==> src/rvsm_pkg.sv <==
// Shared types, constants and the attenuation table of the stereo mixer.
package rvsm_pkg;

  // Field widths
  localparam int SAMPLE_W   = 16;
  localparam int REQ_W      = 2;
  localparam int WORD_W     = 32;
  localparam int VOL_W      = 23;   // unsigned 7.16 volume
  localparam int VOL_INT_W  = 7;
  localparam int VOL_FRAC_W = 16;
  localparam int DELTA_W    = 24;   // signed per-frame ramp increment
  localparam int RAMP_W     = 21;   // frames left in a ramp
  localparam int TIME_W     = 16;   // clamped ramp time, ms
  localparam int GAIN_W     = 17;   // Q16 fade gain, up to unity
  localparam int MUTE_W     = 16;
  localparam int ATT_W      = 16;
  localparam int ATT_SHIFT  = 15;
  localparam int ATT_DEPTH  = 128;

  // Divider: magnitude of the volume difference over the ramp length
  localparam int DIV_W      = VOL_W;
  localparam int DIV_CNT_W  = $clog2(DIV_W);

  // Config bus
  localparam int CFG_DATA_W = 32;
  localparam int CFG_ADDR_W = 3;

  // Limits
  localparam logic [VOL_INT_W-1:0] VOL_MAX_INT   = 7'd127;
  localparam logic [VOL_W-1:0]     VOL_FULL      = {VOL_MAX_INT, 16'd0};
  localparam logic [TIME_W-1:0]    TIME_MAX      = 16'd60000;
  localparam logic [GAIN_W-1:0]    GAIN_UNITY    = 17'd65536;
  localparam logic [MUTE_W-1:0]    MUTE_LEN_RST  = 16'd4800;
  localparam logic [GAIN_W-1:0]    FADE_STEP_RST = 17'd66;

  // Request codes
  typedef enum logic [REQ_W-1:0] {
    REQ_SAMPLE  = 2'd0,
    REQ_SET_VOL = 2'd1,
    REQ_UNPAUSE = 2'd2,
    REQ_IGNORE  = 2'd3
  } rvsm_req_t;

  // Config register indexes
  typedef enum logic {
    REG_MUTE_LEN  = 1'b0,
    REG_FADE_STEP = 1'b1
  } rvsm_reg_t;

  // Sequencer states
  typedef enum logic [5:0] {
    ST_IDLE  = 6'b000001,
    ST_DIV   = 6'b000010,
    ST_STEP  = 6'b000100,
    ST_SCALE = 6'b001000,
    ST_MIX   = 6'b010000,
    ST_OUT   = 6'b100000
  } rvsm_state_t;

  // Commands from the sequencer to the volume unit
  typedef struct packed {
    logic set_vol;
    logic unpause;
    logic step;
    logic scale;
  } rvsm_vol_cmd_t;

  // Status from the volume unit
  typedef struct packed {
    logic div_busy;
  } rvsm_vol_sts_t;

  // Q15 attenuation per integer volume step, 32768 = unity
  localparam logic [ATT_W-1:0] ATT_TABLE [ATT_DEPTH] = '{
    16'd0,     16'd2,     16'd8,     16'd18,    16'd32,    16'd50,    16'd73,    16'd99,
    16'd130,   16'd164,   16'd203,   16'd245,   16'd292,   16'd343,   16'd398,   16'd457,
    16'd520,   16'd587,   16'd658,   16'd733,   16'd812,   16'd895,   16'd983,   16'd1074,
    16'd1170,  16'd1269,  16'd1373,  16'd1481,  16'd1592,  16'd1708,  16'd1828,  16'd1952,
    16'd2080,  16'd2212,  16'd2348,  16'd2488,  16'd2632,  16'd2781,  16'd2933,  16'd3090,
    16'd3250,  16'd3415,  16'd3583,  16'd3756,  16'd3933,  16'd4114,  16'd4298,  16'd4487,
    16'd4680,  16'd4877,  16'd5079,  16'd5284,  16'd5493,  16'd5706,  16'd5924,  16'd6145,
    16'd6371,  16'd6600,  16'd6834,  16'd7072,  16'd7313,  16'd7559,  16'd7809,  16'd8063,
    16'd8321,  16'd8583,  16'd8849,  16'd9119,  16'd9394,  16'd9672,  16'd9954,  16'd10241,
    16'd10531, 16'd10826, 16'd11125, 16'd11427, 16'd11734, 16'd12045, 16'd12360, 16'd12679,
    16'd13002, 16'd13329, 16'd13660, 16'd13995, 16'd14335, 16'd14678, 16'd15025, 16'd15377,
    16'd15732, 16'd16092, 16'd16456, 16'd16823, 16'd17195, 16'd17571, 16'd17951, 16'd18335,
    16'd18723, 16'd19115, 16'd19511, 16'd19911, 16'd20316, 16'd20724, 16'd21136, 16'd21553,
    16'd21974, 16'd22398, 16'd22827, 16'd23260, 16'd23696, 16'd24137, 16'd24582, 16'd25031,
    16'd25484, 16'd25941, 16'd26402, 16'd26868, 16'd27337, 16'd27810, 16'd28288, 16'd28769,
    16'd29255, 16'd29744, 16'd30238, 16'd30736, 16'd31238, 16'd31744, 16'd32254, 16'd32768
  };

endpackage

==> src/rvsm_if.sv <==
// Valid/ready channel interfaces for requests and mixed sample frames.
interface rvsm_in_if import rvsm_pkg::*; ();
  logic                       valid;
  logic                       ready;
  logic [REQ_W-1:0]           req_type;
  logic                       audio_active;
  logic signed [SAMPLE_W-1:0] lib_left;
  logic signed [SAMPLE_W-1:0] lib_right;
  logic signed [SAMPLE_W-1:0] movie_left;
  logic signed [SAMPLE_W-1:0] movie_right;
  logic signed [WORD_W-1:0]   volume_req;
  logic signed [WORD_W-1:0]   ramp_time;

  modport source (
    output valid, req_type, audio_active, lib_left, lib_right,
           movie_left, movie_right, volume_req, ramp_time,
    input  ready
  );
  modport sink (
    input  valid, req_type, audio_active, lib_left, lib_right,
           movie_left, movie_right, volume_req, ramp_time,
    output ready
  );
endinterface

interface rvsm_out_if import rvsm_pkg::*; ();
  logic                       valid;
  logic                       ready;
  logic signed [SAMPLE_W-1:0] out_left;
  logic signed [SAMPLE_W-1:0] out_right;

  modport source (output valid, out_left, out_right, input ready);
  modport sink (input valid, out_left, out_right, output ready);
endinterface

==> src/ramped_volume_stereo_mixer.sv <==
// Top level of the ramped-volume stereo mixer: sequencer, config port, lanes, output stage.
// A sample frame passes the step, scale, mix and out states on its way to the output
// register: one step of the volume ramp and fade, one fade multiply, one attenuation
// multiply in each of the two channel lanes, and the saturating add into the output
// register, which waits in the out state until the receiver has taken the last frame.
// The next request is taken back in idle; a frame with audio inactive skips to out.
// A set-volume request with a nonzero ramp time waits in the divide state while the
// 23-step serial divider forms the per-frame ramp increment and writes it back; with
// a zero ramp time it passes the divide state with no divide. Unpause and ignored
// requests, and a set-volume request with audio inactive, are taken without leaving idle.
// Frames with audio inactive give zeros and leave the volume state unchanged.
module ramped_volume_stereo_mixer import rvsm_pkg::*; (
  input  logic                  clk,
  input  logic                  rst_n,
  rvsm_in_if.sink               in_ch,
  rvsm_out_if.source            out_ch,
  input  logic                  cfg_psel,
  input  logic                  cfg_penable,
  input  logic                  cfg_pwrite,
  input  logic [CFG_ADDR_W-1:0] cfg_paddr,
  input  logic [CFG_DATA_W-1:0] cfg_pwdata,
  output logic [CFG_DATA_W-1:0] cfg_prdata,
  output logic                  cfg_pready
);

  rvsm_state_t state_r, state_nxt;

  logic [MUTE_W-1:0]          mute_len_r;
  logic [GAIN_W-1:0]          fade_step_r;
  logic                       active_r;
  logic signed [SAMPLE_W-1:0] lib_l_r, lib_r_r, mov_l_r, mov_r_r;
  logic                       out_valid_r;
  logic signed [SAMPLE_W-1:0] out_l_r, out_r_r;

  logic                       in_xfer;
  logic                       out_load;
  logic                       cfg_wr;
  rvsm_req_t                  req;
  rvsm_vol_cmd_t              vol_cmd;
  rvsm_vol_sts_t              vol_sts;
  logic [VOL_INT_W-1:0]       att_idx;
  logic [ATT_W-1:0]           att;
  logic                       lane_load;
  logic signed [SAMPLE_W-1:0] lane_l, lane_r;

  assign in_ch.ready = (state_r == ST_IDLE);
  assign in_xfer     = in_ch.valid && in_ch.ready;
  assign req         = rvsm_req_t'(in_ch.req_type);

  // Config port
  assign cfg_pready = 1'b1;
  assign cfg_wr     = cfg_psel && cfg_penable && cfg_pwrite && cfg_pready;

  always_ff @(posedge clk) begin
    if (!rst_n) begin
      mute_len_r  <= MUTE_LEN_RST;
      fade_step_r <= FADE_STEP_RST;
    end else if (cfg_wr) begin
      if (rvsm_reg_t'(cfg_paddr[2]) == REG_FADE_STEP) begin
        fade_step_r <= cfg_pwdata[GAIN_W-1:0];
      end else begin
        mute_len_r <= cfg_pwdata[MUTE_W-1:0];
      end
    end
  end

  assign cfg_prdata = (rvsm_reg_t'(cfg_paddr[2]) == REG_FADE_STEP) ?
                      {{(CFG_DATA_W-GAIN_W){1'b0}}, fade_step_r} :
                      {{(CFG_DATA_W-MUTE_W){1'b0}}, mute_len_r};

  // Volume unit commands
  always_comb begin
    vol_cmd         = '0;
    vol_cmd.set_vol = in_xfer && (req == REQ_SET_VOL) && in_ch.audio_active;
    vol_cmd.unpause = in_xfer && (req == REQ_UNPAUSE);
    vol_cmd.step    = (state_r == ST_STEP);
    vol_cmd.scale   = (state_r == ST_SCALE);
  end

  rvsm_vol u_vol (
    .clk         (clk),
    .rst_n       (rst_n),
    .cmd         (vol_cmd),
    .volume_req  (in_ch.volume_req),
    .ramp_time   (in_ch.ramp_time),
    .mute_length (mute_len_r),
    .fade_step   (fade_step_r),
    .sts         (vol_sts),
    .att_idx     (att_idx)
  );

  // Sequencer
  always_comb begin
    state_nxt = state_r;
    case (state_r)
      ST_IDLE: begin
        if (in_xfer) begin
          case (req)
            REQ_SAMPLE:  state_nxt = in_ch.audio_active ? ST_STEP : ST_OUT;
            REQ_SET_VOL: state_nxt = in_ch.audio_active ? ST_DIV : ST_IDLE;
            default:     state_nxt = ST_IDLE;
          endcase
        end
      end
      ST_DIV: begin
        if (!vol_sts.div_busy) begin
          state_nxt = ST_IDLE;
        end
      end
      ST_STEP:  state_nxt = ST_SCALE;
      ST_SCALE: state_nxt = ST_MIX;
      ST_MIX:   state_nxt = ST_OUT;
      ST_OUT: begin
        if (out_load) begin
          state_nxt = ST_IDLE;
        end
      end
      default: state_nxt = ST_IDLE;
    endcase
  end

  always_ff @(posedge clk) begin
    if (!rst_n) begin
      state_r <= ST_IDLE;
    end else begin
      state_r <= state_nxt;
    end
  end

  // Captured sample frame
  always_ff @(posedge clk) begin
    if (in_xfer) begin
      active_r <= in_ch.audio_active;
      lib_l_r  <= in_ch.lib_left;
      lib_r_r  <= in_ch.lib_right;
      mov_l_r  <= in_ch.movie_left;
      mov_r_r  <= in_ch.movie_right;
    end
  end

  // Channel lanes share one attenuation value
  assign att       = ATT_TABLE[att_idx];
  assign lane_load = (state_r == ST_MIX);

  rvsm_lane u_lane_l (
    .clk    (clk),
    .load   (lane_load),
    .att    (att),
    .movie  (mov_l_r),
    .lib    (lib_l_r),
    .sample (lane_l)
  );

  rvsm_lane u_lane_r (
    .clk    (clk),
    .load   (lane_load),
    .att    (att),
    .movie  (mov_r_r),
    .lib    (lib_r_r),
    .sample (lane_r)
  );

  // Merge into output register
  assign out_load = (state_r == ST_OUT) && (!out_valid_r || out_ch.ready);

  always_ff @(posedge clk) begin
    if (!rst_n) begin
      out_valid_r <= 1'b0;
    end else if (out_load) begin
      out_valid_r <= 1'b1;
    end else if (out_ch.ready) begin
      out_valid_r <= 1'b0;
    end
  end

  always_ff @(posedge clk) begin
    if (out_load) begin
      out_l_r <= active_r ? lane_l : '0;
      out_r_r <= active_r ? lane_r : '0;
    end
  end

  assign out_ch.valid     = out_valid_r;
  assign out_ch.out_left  = out_l_r;
  assign out_ch.out_right = out_r_r;

endmodule

==> src/rvsm_div.sv <==
// Restoring divider, one quotient bit per cycle, for the ramp increment.
module rvsm_div import rvsm_pkg::*; (
  input  logic              clk,
  input  logic              rst_n,
  input  logic              start,
  input  logic [DIV_W-1:0]  dividend,
  input  logic [RAMP_W-1:0] divisor,
  output logic              busy,
  output logic              done,
  output logic [DIV_W-1:0]  quotient
);

  logic                 busy_r;
  logic                 done_r;
  logic [DIV_CNT_W-1:0] cnt_r;
  logic [DIV_W-1:0]     quo_r;
  logic [RAMP_W-1:0]    rem_r;
  logic [RAMP_W-1:0]    dvs_r;
  logic [RAMP_W:0]      shifted;
  logic                 fits;

  // Partial remainder with next dividend bit brought down
  assign shifted = {rem_r, quo_r[DIV_W-1]};
  assign fits    = (shifted >= {1'b0, dvs_r});

  // Control
  always_ff @(posedge clk) begin
    if (!rst_n) begin
      busy_r <= 1'b0;
      done_r <= 1'b0;
      cnt_r  <= '0;
    end else begin
      done_r <= 1'b0;
      if (start) begin
        busy_r <= 1'b1;
        cnt_r  <= '0;
      end else if (busy_r) begin
        cnt_r <= cnt_r + 1'b1;
        if (cnt_r == DIV_CNT_W'(DIV_W - 1)) begin
          busy_r <= 1'b0;
          done_r <= 1'b1;
        end
      end
    end
  end

  // Datapath: quotient bits shift in where dividend bits leave
  always_ff @(posedge clk) begin
    if (start) begin
      quo_r <= dividend;
      rem_r <= '0;
      dvs_r <= divisor;
    end else if (busy_r) begin
      if (fits) begin
        rem_r <= RAMP_W'(shifted - {1'b0, dvs_r});
      end else begin
        rem_r <= shifted[RAMP_W-1:0];
      end
      quo_r <= {quo_r[DIV_W-2:0], fits};
    end
  end

  assign busy     = busy_r | done_r;
  assign done     = done_r;
  assign quotient = quo_r;

endmodule

==> src/rvsm_vol.sv <==
// Volume ramp, mute window and fade-in state; yields the attenuation index.
module rvsm_vol import rvsm_pkg::*; (
  input  logic                     clk,
  input  logic                     rst_n,
  input  rvsm_vol_cmd_t            cmd,
  input  logic signed [WORD_W-1:0] volume_req,
  input  logic signed [WORD_W-1:0] ramp_time,
  input  logic [MUTE_W-1:0]        mute_length,
  input  logic [GAIN_W-1:0]        fade_step,
  output rvsm_vol_sts_t            sts,
  output logic [VOL_INT_W-1:0]     att_idx
);

  logic [VOL_W-1:0]        cur_vol_r;
  logic [VOL_INT_W-1:0]    tgt_vol_r;
  logic [DELTA_W-1:0]      delta_r;
  logic [RAMP_W-1:0]       ramp_rem_r;
  logic [GAIN_W-1:0]       gain_r;
  logic [GAIN_W-1:0]       gain_inc_r;
  logic [MUTE_W-1:0]       mute_rem_r;
  logic                    div_neg_r;
  logic                    sel_mute_r;
  logic                    sel_fade_r;
  logic [VOL_FRAC_W-1:0]   gain_cap_r;
  logic [VOL_INT_W-1:0]    att_idx_r;

  logic [VOL_INT_W-1:0]    vol_cl;
  logic [TIME_W-1:0]       time_cl;
  logic [DELTA_W-1:0]      diff;
  logic [DIV_W-1:0]        diff_mag;
  logic [RAMP_W-1:0]       ramp_len;
  logic                    div_start;
  logic                    div_busy;
  logic                    div_done;
  logic [DIV_W-1:0]        div_quo;
  logic signed [DELTA_W:0] step_sum;
  logic [VOL_W-1:0]        step_vol;
  logic [GAIN_W:0]         gain_sum;
  logic [VOL_W+VOL_FRAC_W-1:0] fade_prod;

  // Clamp requested volume and time
  always_comb begin
    if (volume_req < 32'sd0) begin
      vol_cl = '0;
    end else if (volume_req > 32'sd127) begin
      vol_cl = VOL_MAX_INT;
    end else begin
      vol_cl = volume_req[VOL_INT_W-1:0];
    end
    if (ramp_time < 32'sd0) begin
      time_cl = '0;
    end else if (ramp_time > $signed({16'd0, TIME_MAX})) begin
      time_cl = TIME_MAX;
    end else begin
      time_cl = ramp_time[TIME_W-1:0];
    end
  end

  // Ramp setup: signed distance to the new target, ramp of 32 frames per ms
  assign diff      = {1'b0, vol_cl, 16'd0} - {1'b0, cur_vol_r};
  assign diff_mag  = diff[DELTA_W-1] ? DIV_W'(-diff) : diff[DIV_W-1:0];
  assign ramp_len  = {time_cl, 5'd0};
  assign div_start = cmd.set_vol && (time_cl != '0);

  rvsm_div u_div (
    .clk      (clk),
    .rst_n    (rst_n),
    .start    (div_start),
    .dividend (diff_mag),
    .divisor  (ramp_len),
    .busy     (div_busy),
    .done     (div_done),
    .quotient (div_quo)
  );

  // One ramp step, clamped to the volume range
  always_comb begin
    step_sum = $signed({2'b00, cur_vol_r}) + $signed({delta_r[DELTA_W-1], delta_r});
    if (step_sum[DELTA_W]) begin
      step_vol = '0;
    end else if (step_sum > $signed({2'b00, VOL_FULL})) begin
      step_vol = VOL_FULL;
    end else begin
      step_vol = step_sum[VOL_W-1:0];
    end
  end

  assign gain_sum  = {1'b0, gain_r} + {1'b0, gain_inc_r};
  assign fade_prod = {{VOL_FRAC_W{1'b0}}, cur_vol_r} * {{VOL_W{1'b0}}, gain_cap_r};

  // Volume and fade state
  always_ff @(posedge clk) begin
    if (!rst_n) begin
      cur_vol_r  <= VOL_FULL;
      tgt_vol_r  <= VOL_MAX_INT;
      delta_r    <= '0;
      ramp_rem_r <= '0;
      gain_r     <= GAIN_UNITY;
      gain_inc_r <= '0;
      mute_rem_r <= '0;
    end else begin
      if (cmd.set_vol) begin
        tgt_vol_r <= vol_cl;
        if (time_cl != '0) begin
          ramp_rem_r <= ramp_len;
        end else begin
          ramp_rem_r <= '0;
          cur_vol_r  <= {vol_cl, 16'd0};
        end
      end
      if (div_done) begin
        delta_r <= div_neg_r ? DELTA_W'(-{1'b0, div_quo}) : {1'b0, div_quo};
      end
      if (cmd.unpause) begin
        gain_r     <= '0;
        gain_inc_r <= fade_step;
        mute_rem_r <= mute_length;
      end
      if (cmd.step) begin
        if (ramp_rem_r != '0) begin
          cur_vol_r  <= step_vol;
          ramp_rem_r <= ramp_rem_r - 1'b1;
        end else begin
          cur_vol_r <= {tgt_vol_r, 16'd0};
        end
        if (mute_rem_r != '0) begin
          mute_rem_r <= mute_rem_r - 1'b1;
        end else if (!gain_r[GAIN_W-1]) begin
          if (gain_sum >= {1'b0, GAIN_UNITY}) begin
            gain_r     <= GAIN_UNITY;
            gain_inc_r <= '0;
          end else begin
            gain_r <= gain_sum[GAIN_W-1:0];
          end
        end
      end
    end
  end

  // Per-frame selection and scaled index
  always_ff @(posedge clk) begin
    if (div_start) begin
      div_neg_r <= diff[DELTA_W-1];
    end
    if (cmd.step) begin
      sel_mute_r <= (mute_rem_r != '0);
      sel_fade_r <= (mute_rem_r == '0) && !gain_r[GAIN_W-1];
      gain_cap_r <= gain_r[VOL_FRAC_W-1:0];
    end
    if (cmd.scale) begin
      if (sel_mute_r) begin
        att_idx_r <= '0;
      end else if (sel_fade_r) begin
        att_idx_r <= fade_prod[VOL_W+VOL_FRAC_W-1:VOL_W+VOL_FRAC_W-VOL_INT_W];
      end else begin
        att_idx_r <= cur_vol_r[VOL_W-1:VOL_FRAC_W];
      end
    end
  end

  assign sts.div_busy = div_busy;
  assign att_idx      = att_idx_r;

endmodule

==> src/rvsm_lane.sv <==
// One channel lane: attenuate the movie sample, add library sample, saturate.
module rvsm_lane import rvsm_pkg::*; (
  input  logic                       clk,
  input  logic                       load,
  input  logic [ATT_W-1:0]           att,
  input  logic signed [SAMPLE_W-1:0] movie,
  input  logic signed [SAMPLE_W-1:0] lib,
  output logic signed [SAMPLE_W-1:0] sample
);

  logic signed [ATT_W+SAMPLE_W:0]     prod_r;
  logic signed [ATT_W+SAMPLE_W-ATT_SHIFT:0] scaled;
  logic signed [ATT_W+SAMPLE_W-ATT_SHIFT+1:0] sum;

  // Attenuation product, unsigned 16-bit gain by signed 16-bit sample
  always_ff @(posedge clk) begin
    if (load) begin
      prod_r <= $signed({{SAMPLE_W{1'b0}}, 1'b0, att}) *
                $signed({{(ATT_W+1){movie[SAMPLE_W-1]}}, movie});
    end
  end

  // Floor shift, add and clamp
  assign scaled = prod_r[ATT_W+SAMPLE_W:ATT_SHIFT];
  assign sum    = $signed({{3{lib[SAMPLE_W-1]}}, lib}) + $signed({scaled[ATT_W+SAMPLE_W-ATT_SHIFT],
                  scaled});

  always_comb begin
    if (sum < -19'sd32768) begin
      sample = -16'sd32768;
    end else if (sum > 19'sd32767) begin
      sample = 16'sd32767;
    end else begin
      sample = sum[SAMPLE_W-1:0];
    end
  end

endmodule
==> src/flat_wrapper.sv <==
// flat-port wrapper written by rule: the top's interface ports become plain ports
module ramped_volume_stereo_mixer_flat import rvsm_pkg::*;
  (clk, rst_n, cfg_psel, cfg_penable, cfg_pwrite, cfg_paddr, cfg_pwdata, cfg_prdata, cfg_pready, in_ch_valid, in_ch_req_type, in_ch_audio_active, in_ch_lib_left, in_ch_lib_right, in_ch_movie_left, in_ch_movie_right, in_ch_volume_req, in_ch_ramp_time, in_ch_ready, out_ch_valid, out_ch_out_left, out_ch_out_right, out_ch_ready);
  rvsm_in_if in_ch_i ();
  rvsm_out_if out_ch_i ();
  input  logic clk;
  input  logic rst_n;
  input  logic cfg_psel;
  input  logic cfg_penable;
  input  logic cfg_pwrite;
  input  logic [CFG_ADDR_W-1:0] cfg_paddr;
  input  logic [CFG_DATA_W-1:0] cfg_pwdata;
  output logic [CFG_DATA_W-1:0] cfg_prdata;
  output logic cfg_pready;
  input wire logic [$bits(in_ch_i.valid)-1:0] in_ch_valid;
  input wire logic [$bits(in_ch_i.req_type)-1:0] in_ch_req_type;
  input wire logic [$bits(in_ch_i.audio_active)-1:0] in_ch_audio_active;
  input wire logic [$bits(in_ch_i.lib_left)-1:0] in_ch_lib_left;
  input wire logic [$bits(in_ch_i.lib_right)-1:0] in_ch_lib_right;
  input wire logic [$bits(in_ch_i.movie_left)-1:0] in_ch_movie_left;
  input wire logic [$bits(in_ch_i.movie_right)-1:0] in_ch_movie_right;
  input wire logic [$bits(in_ch_i.volume_req)-1:0] in_ch_volume_req;
  input wire logic [$bits(in_ch_i.ramp_time)-1:0] in_ch_ramp_time;
  output wire logic [$bits(in_ch_i.ready)-1:0] in_ch_ready;
  output wire logic [$bits(out_ch_i.valid)-1:0] out_ch_valid;
  output wire logic [$bits(out_ch_i.out_left)-1:0] out_ch_out_left;
  output wire logic [$bits(out_ch_i.out_right)-1:0] out_ch_out_right;
  input wire logic [$bits(out_ch_i.ready)-1:0] out_ch_ready;
  assign in_ch_i.valid = in_ch_valid;
  assign in_ch_i.req_type = in_ch_req_type;
  assign in_ch_i.audio_active = in_ch_audio_active;
  assign in_ch_i.lib_left = in_ch_lib_left;
  assign in_ch_i.lib_right = in_ch_lib_right;
  assign in_ch_i.movie_left = in_ch_movie_left;
  assign in_ch_i.movie_right = in_ch_movie_right;
  assign in_ch_i.volume_req = in_ch_volume_req;
  assign in_ch_i.ramp_time = in_ch_ramp_time;
  assign in_ch_ready = in_ch_i.ready;
  assign out_ch_valid = out_ch_i.valid;
  assign out_ch_out_left = out_ch_i.out_left;
  assign out_ch_out_right = out_ch_i.out_right;
  assign out_ch_i.ready = out_ch_ready;
  ramped_volume_stereo_mixer u_core (.clk(clk), .rst_n(rst_n), .in_ch(in_ch_i), .out_ch(out_ch_i), .cfg_psel(cfg_psel), .cfg_penable(cfg_penable), .cfg_pwrite(cfg_pwrite), .cfg_paddr(cfg_paddr), .cfg_pwdata(cfg_pwdata), .cfg_prdata(cfg_prdata), .cfg_pready(cfg_pready));
endmodule
==> config.mk <==
export PLATFORM = sky130hd
export DESIGN_NAME = ramped_volume_stereo_mixer_flat
export DESIGN_NICKNAME = d
export VERILOG_FILES = /design/src/rvsm_pkg.sv /design/src/rvsm_if.sv /design/src/ramped_volume_stereo_mixer.sv /design/src/rvsm_div.sv /design/src/rvsm_vol.sv /design/src/rvsm_lane.sv /design/src/flat_wrapper.sv
export SDC_FILE = /design/constraint.sdc
export NUM_CORES = 2
export LEC_CHECK = 0
export BUFFER_PORTS_ARGS = -buffer_cell sky130_fd_sc_hd__buf_2
export CAP_MARGIN = 10
export CELL_PAD_IN_SITES_DETAIL_PLACEMENT = 2
export CELL_PAD_IN_SITES_GLOBAL_PLACEMENT = 2
export CORE_MARGIN = 10
export CORE_UTILIZATION = 41
export CTS_CLUSTER_SIZE = 10
export DETAILED_ROUTE_END_ITERATION = 12
export MAX_ROUTING_LAYER = met4
export PLACE_DENSITY_LB_ADDON = 0.1
export SETUP_SLACK_MARGIN = 0.5
export SLEW_MARGIN = 15
export SYNTH_ARGS = -nofsm -noshare
export SYNTH_HDL_FRONTEND = slang
export SYNTH_SLANG_ARGS = --single-unit
==> constraint.sdc <==
create_clock -name clk -period 11.8 [get_ports clk]
set_clock_uncertainty 0.05 [all_clocks]
set_input_delay 0.59 -clock clk [delete_from_list [all_inputs] [get_ports clk]]
set_output_delay 0.59 -clock clk [all_outputs]
set_load 0.1 [all_outputs]
==> results.cfg <==
[clock_network]
clk_path_buf_depth = 3
clk_pin_slew_ps = 60
cts_made_buffers = 52
clk_latency_ps = 680
cts-resized-gates = 0
cts_hold_buf = 0
cts_tree = yes
cts-root-buf = clkbuf_16
clock_sinks = 391
post-cts-setup-buffer-count = 0
htree_num_levels = 2

[synthesis]
synth_cells = 5720
synth_area_um2 = 50700
synth_top_family_by_area = adder cells
ys_ff_latch = 391
avgSynthCellArea_um2 = 8.87
ys_async_sr_fraction_pct = 0
synth_cell_type_count = 97
muxShareOfSynthArea_pct = 1.49
synth_top_area_share_pct = 26.9
synth_xor_area_share_pct = 3.18
synth_simple_gate_area_share_pct = 17.5
ys_warn_count = 0
synth_fa_ha_area_share_pct = 38.4
synth-compound-area-share_pct = 11.0
synthTopCellsByArea = fa_1 27%, edfxtp_1 12%, ha_1 11%
ys.flop_type = edfxtp_1
ys_seq_area_share_pct = 19.3
yosysTopAreaCell = fa_1
synth_edf_count = 198

[sta]
rsz0062_at_grt = no
finalSetupViolations = 0
finalSetupTns_ps = 0
final_max_slew_viol_count = 0
slew_headroom_pct = 15.8
worstMarginPinSlew_ps = 1260
layout_setup_ws_ps = 1590
period_needed_ps = 10210
finalCritPeriodShare_pct = 86.5
timing.fmax_mhz = 97.9
hold_viol = 0

[worst_hold_path]
hold_class = primary input to flip-flop
hold_depth = 1

[die]
pin_count = 240
core-area_um2 = 122000
dieArea_um2 = 138000
start_util_pct = 41.5
die_w_um = 372
core.rowCount = 128
dieHeight_um = 372

[pwr]
combinationalPowerShare_pct = 57.2
powerDensity_nw_per_um2 = 141
p_sw_mw = 3.37
switching_share_pct = 43.6
p_seq_share_pct = 22.7
vdd_drop_max_mv = 0.158
p_leak_nw = 25.9
total_power_mw = 7.74
p_int_mw = 4.37
p_clk_share_pct = 20.1

[final_layout]
diodes = 0
drive_gt1_share_pct = 7.81
design_area_um2 = 55000
instances_no_fill = 7439
area_delta_synth_final_pct = 8.43
nets = 7096

[detailed_routing]
drt-pass1-iter-count = 5
wl_um = 168000
ant_nets = 0
post_drt_via_cell_ratio = 5.49
num_vias = 40832
post-route-drc-count = 0
routedWlPerCell_um = 22.6
drtIter0Drc = 1835

[setup_path]
path_class = flip-flop to flip-flop
crit_slowest_cell = edfxtp_1
critPathMaxStageDelay_ps = 990
cp_data_arrival_time_ps = 10560
startpoint_type = flip-flop
path_max_fanout = 21
critPathRequiredTime_ps = 12150
reg2reg_depth = 33
endpoint_kind = flip-flop

[place]
placed_cell_area_um2 = 53400
portBuffers = 206
dpl.hpwl_um = 128000
gp_congestion = 0.838
pre_cts_ws_ps = 1620
dp_cells = 7346

[global_route]
grt_overflow = 0
grt_pass1_vias = 47144
grt_first_pass_wirelength_um = 267000
grtUsageTotal_pct = 25.0
grt_max_degree = 65
grt_antenna_before_repair = 2

[status]
status = complete, no violations

[job]
cap_viol_max_count = 0
-- worst max-delay path: cells and delay by family, from the launching register on --
kind            cells  cell delay, ps
xor+xnor            1              90
simple gates        6            1650
fa+ha+maj           8            3080
compound gates     10            2880
flops               1             990
buf+inv             8            1150
-- cell usage in the layout (no fill, tap or decap), types with 25 or more instances in the layout --
master,instances
a211oi_1,49
a21o_1,61
a21oi_1,280
a31oi_1,32
and2_1,375
buf_2,206
buf_4,90
clkbuf_16,52
dfxtp_1,193
edfxtp_1,198
fa_1,682
ha_1,466
inv_1,884
mux2i_1,42
nand2_1,816
nand2b_1,60
nand3_1,65
nand4_1,27
nor2_1,253
nor2b_1,54
nor3_1,71
nor4_1,25
o211ai_1,28
o21ai_0,187
or3_1,26
xnor2_1,98
xor2_1,86
-- stage by stage --
stage	util [%]	hold slack [ps]
after floorplan	-	384
after global placement	43.6	397
after detailed placement	43.6	407
after CTS	44.9	7.69
after global routing	45.0	23.1
final	45.0	53.1
-- layout make-up --
| cell class | count | area (µm²) |
|---|---|---|
| timing repair buffer | 296 | 1710 |
| sequential | 391 | 9810 |
| clock inverter | 18 | 198 |
| multi-input combinational | 4144 | 36500 |
| tap | 1625 | 2030 |
| inverter | 890 | 3340 |
| clock buffer | 75 | 1440 |
| fill | 13431 | 67400 |
-- Yosys cell counts, types with 21 or more instances --
cell,n
o211ai_1,28
xnor2_1,98
mux2i_1,43
a31oi_1,32
nor4_1,25
and2_1,376
nand2_1,816
clkbuf_1,243
a21oi_1,287
xor2_1,86
a21o_1,61
nor2b_1,55
o21ai_0,187
or3_1,26
nor3_1,72
nand4_1,27
buf_1,30
ha_1,466
inv_1,887
edfxtp_1,198
o21a_1,21
nand3_1,65
nand2b_1,60
nor2_1,253
fa_1,682
a211oi_1,49
dfxtp_1,193
-- power by group through the flow --
stage / Sequential, mW / Clock (mW) / Combinational, mW
global placement: 1.78 / 0 / 4.24
global route: 1.77 / 1.66 / 5.10
finish: 1.76 / 1.55 / 4.43
CTS: 1.76 / 1.60 / 4.53
detailed placement: 1.78 / 0 / 4.49
floorplan: 1.72 / 0 / 3.25
-- logic make-up (layout without fill, tap and decap cells) --
family | after synthesis | after routing
buffers and inverters | 1199 | 1279
XOR/XNOR | 184 | 184
multiplexers | 67 | 67
adder cells (fa/ha/maj) | 1148 | 1148
flip-flops | 391 | 391
other | 2 | 16
AND/OR/NAND/NOR | 1858 | 1858
AO/OA/AOI/OAI | 871 | 871
-- flip-flops by register name, indices dropped and copies added (netlist names), 17 cells and up --
| name | count |
|---|---|
| u_core.u_vol.u_div.rem_r | 21 |
| u_core.u_vol.u_div.quotient | 23 |
| u_core.u_vol.delta_r | 24 |
| u_core.fade_step_r | 17 |
| u_core.u_lane_l.prod_r | 18 |
| u_core.u_vol.gain_inc_r | 17 |
| u_core.u_vol.ramp_rem_r | 21 |
| u_core.u_vol.gain_r | 17 |
| u_core.u_lane_r.prod_r | 18 |
| u_core.u_vol.cur_vol_r | 23 |
-- worst paths after layout --
path / startpoint / endpoint / slack [ps]
max: u_core.u_vol.att_idx[1]$_SDFFCE_PP0N_ / u_core.u_lane_l.prod_r[32]$_DFFE_PP_ / 1590
min: in_ch_movie_left[1] / u_core.mov_l_r[1]$_DFFE_PP_ / 50
max reg2reg: u_core.u_vol.att_idx[1]$_SDFFCE_PP0N_ / u_core.u_lane_l.prod_r[32]$_DFFE_PP_ / 1590
min reg2reg: u_core.u_vol.gain_r[9]$_SDFF_PN0_ / u_core.u_vol.gain_cap_r[9]$_DFFE_PP_ / 420
-- metal layers --
layer	routed length [µm]	GRT usage, %	up-vias
met1	71500	30.0	21354
li1	-	-	18539
met5	0	-	-
met2	86000	44.3	686
met4	5140	7.19	0
met3	5350	2.51	253
Note: power is estimated with default switching activity, not from simulation.
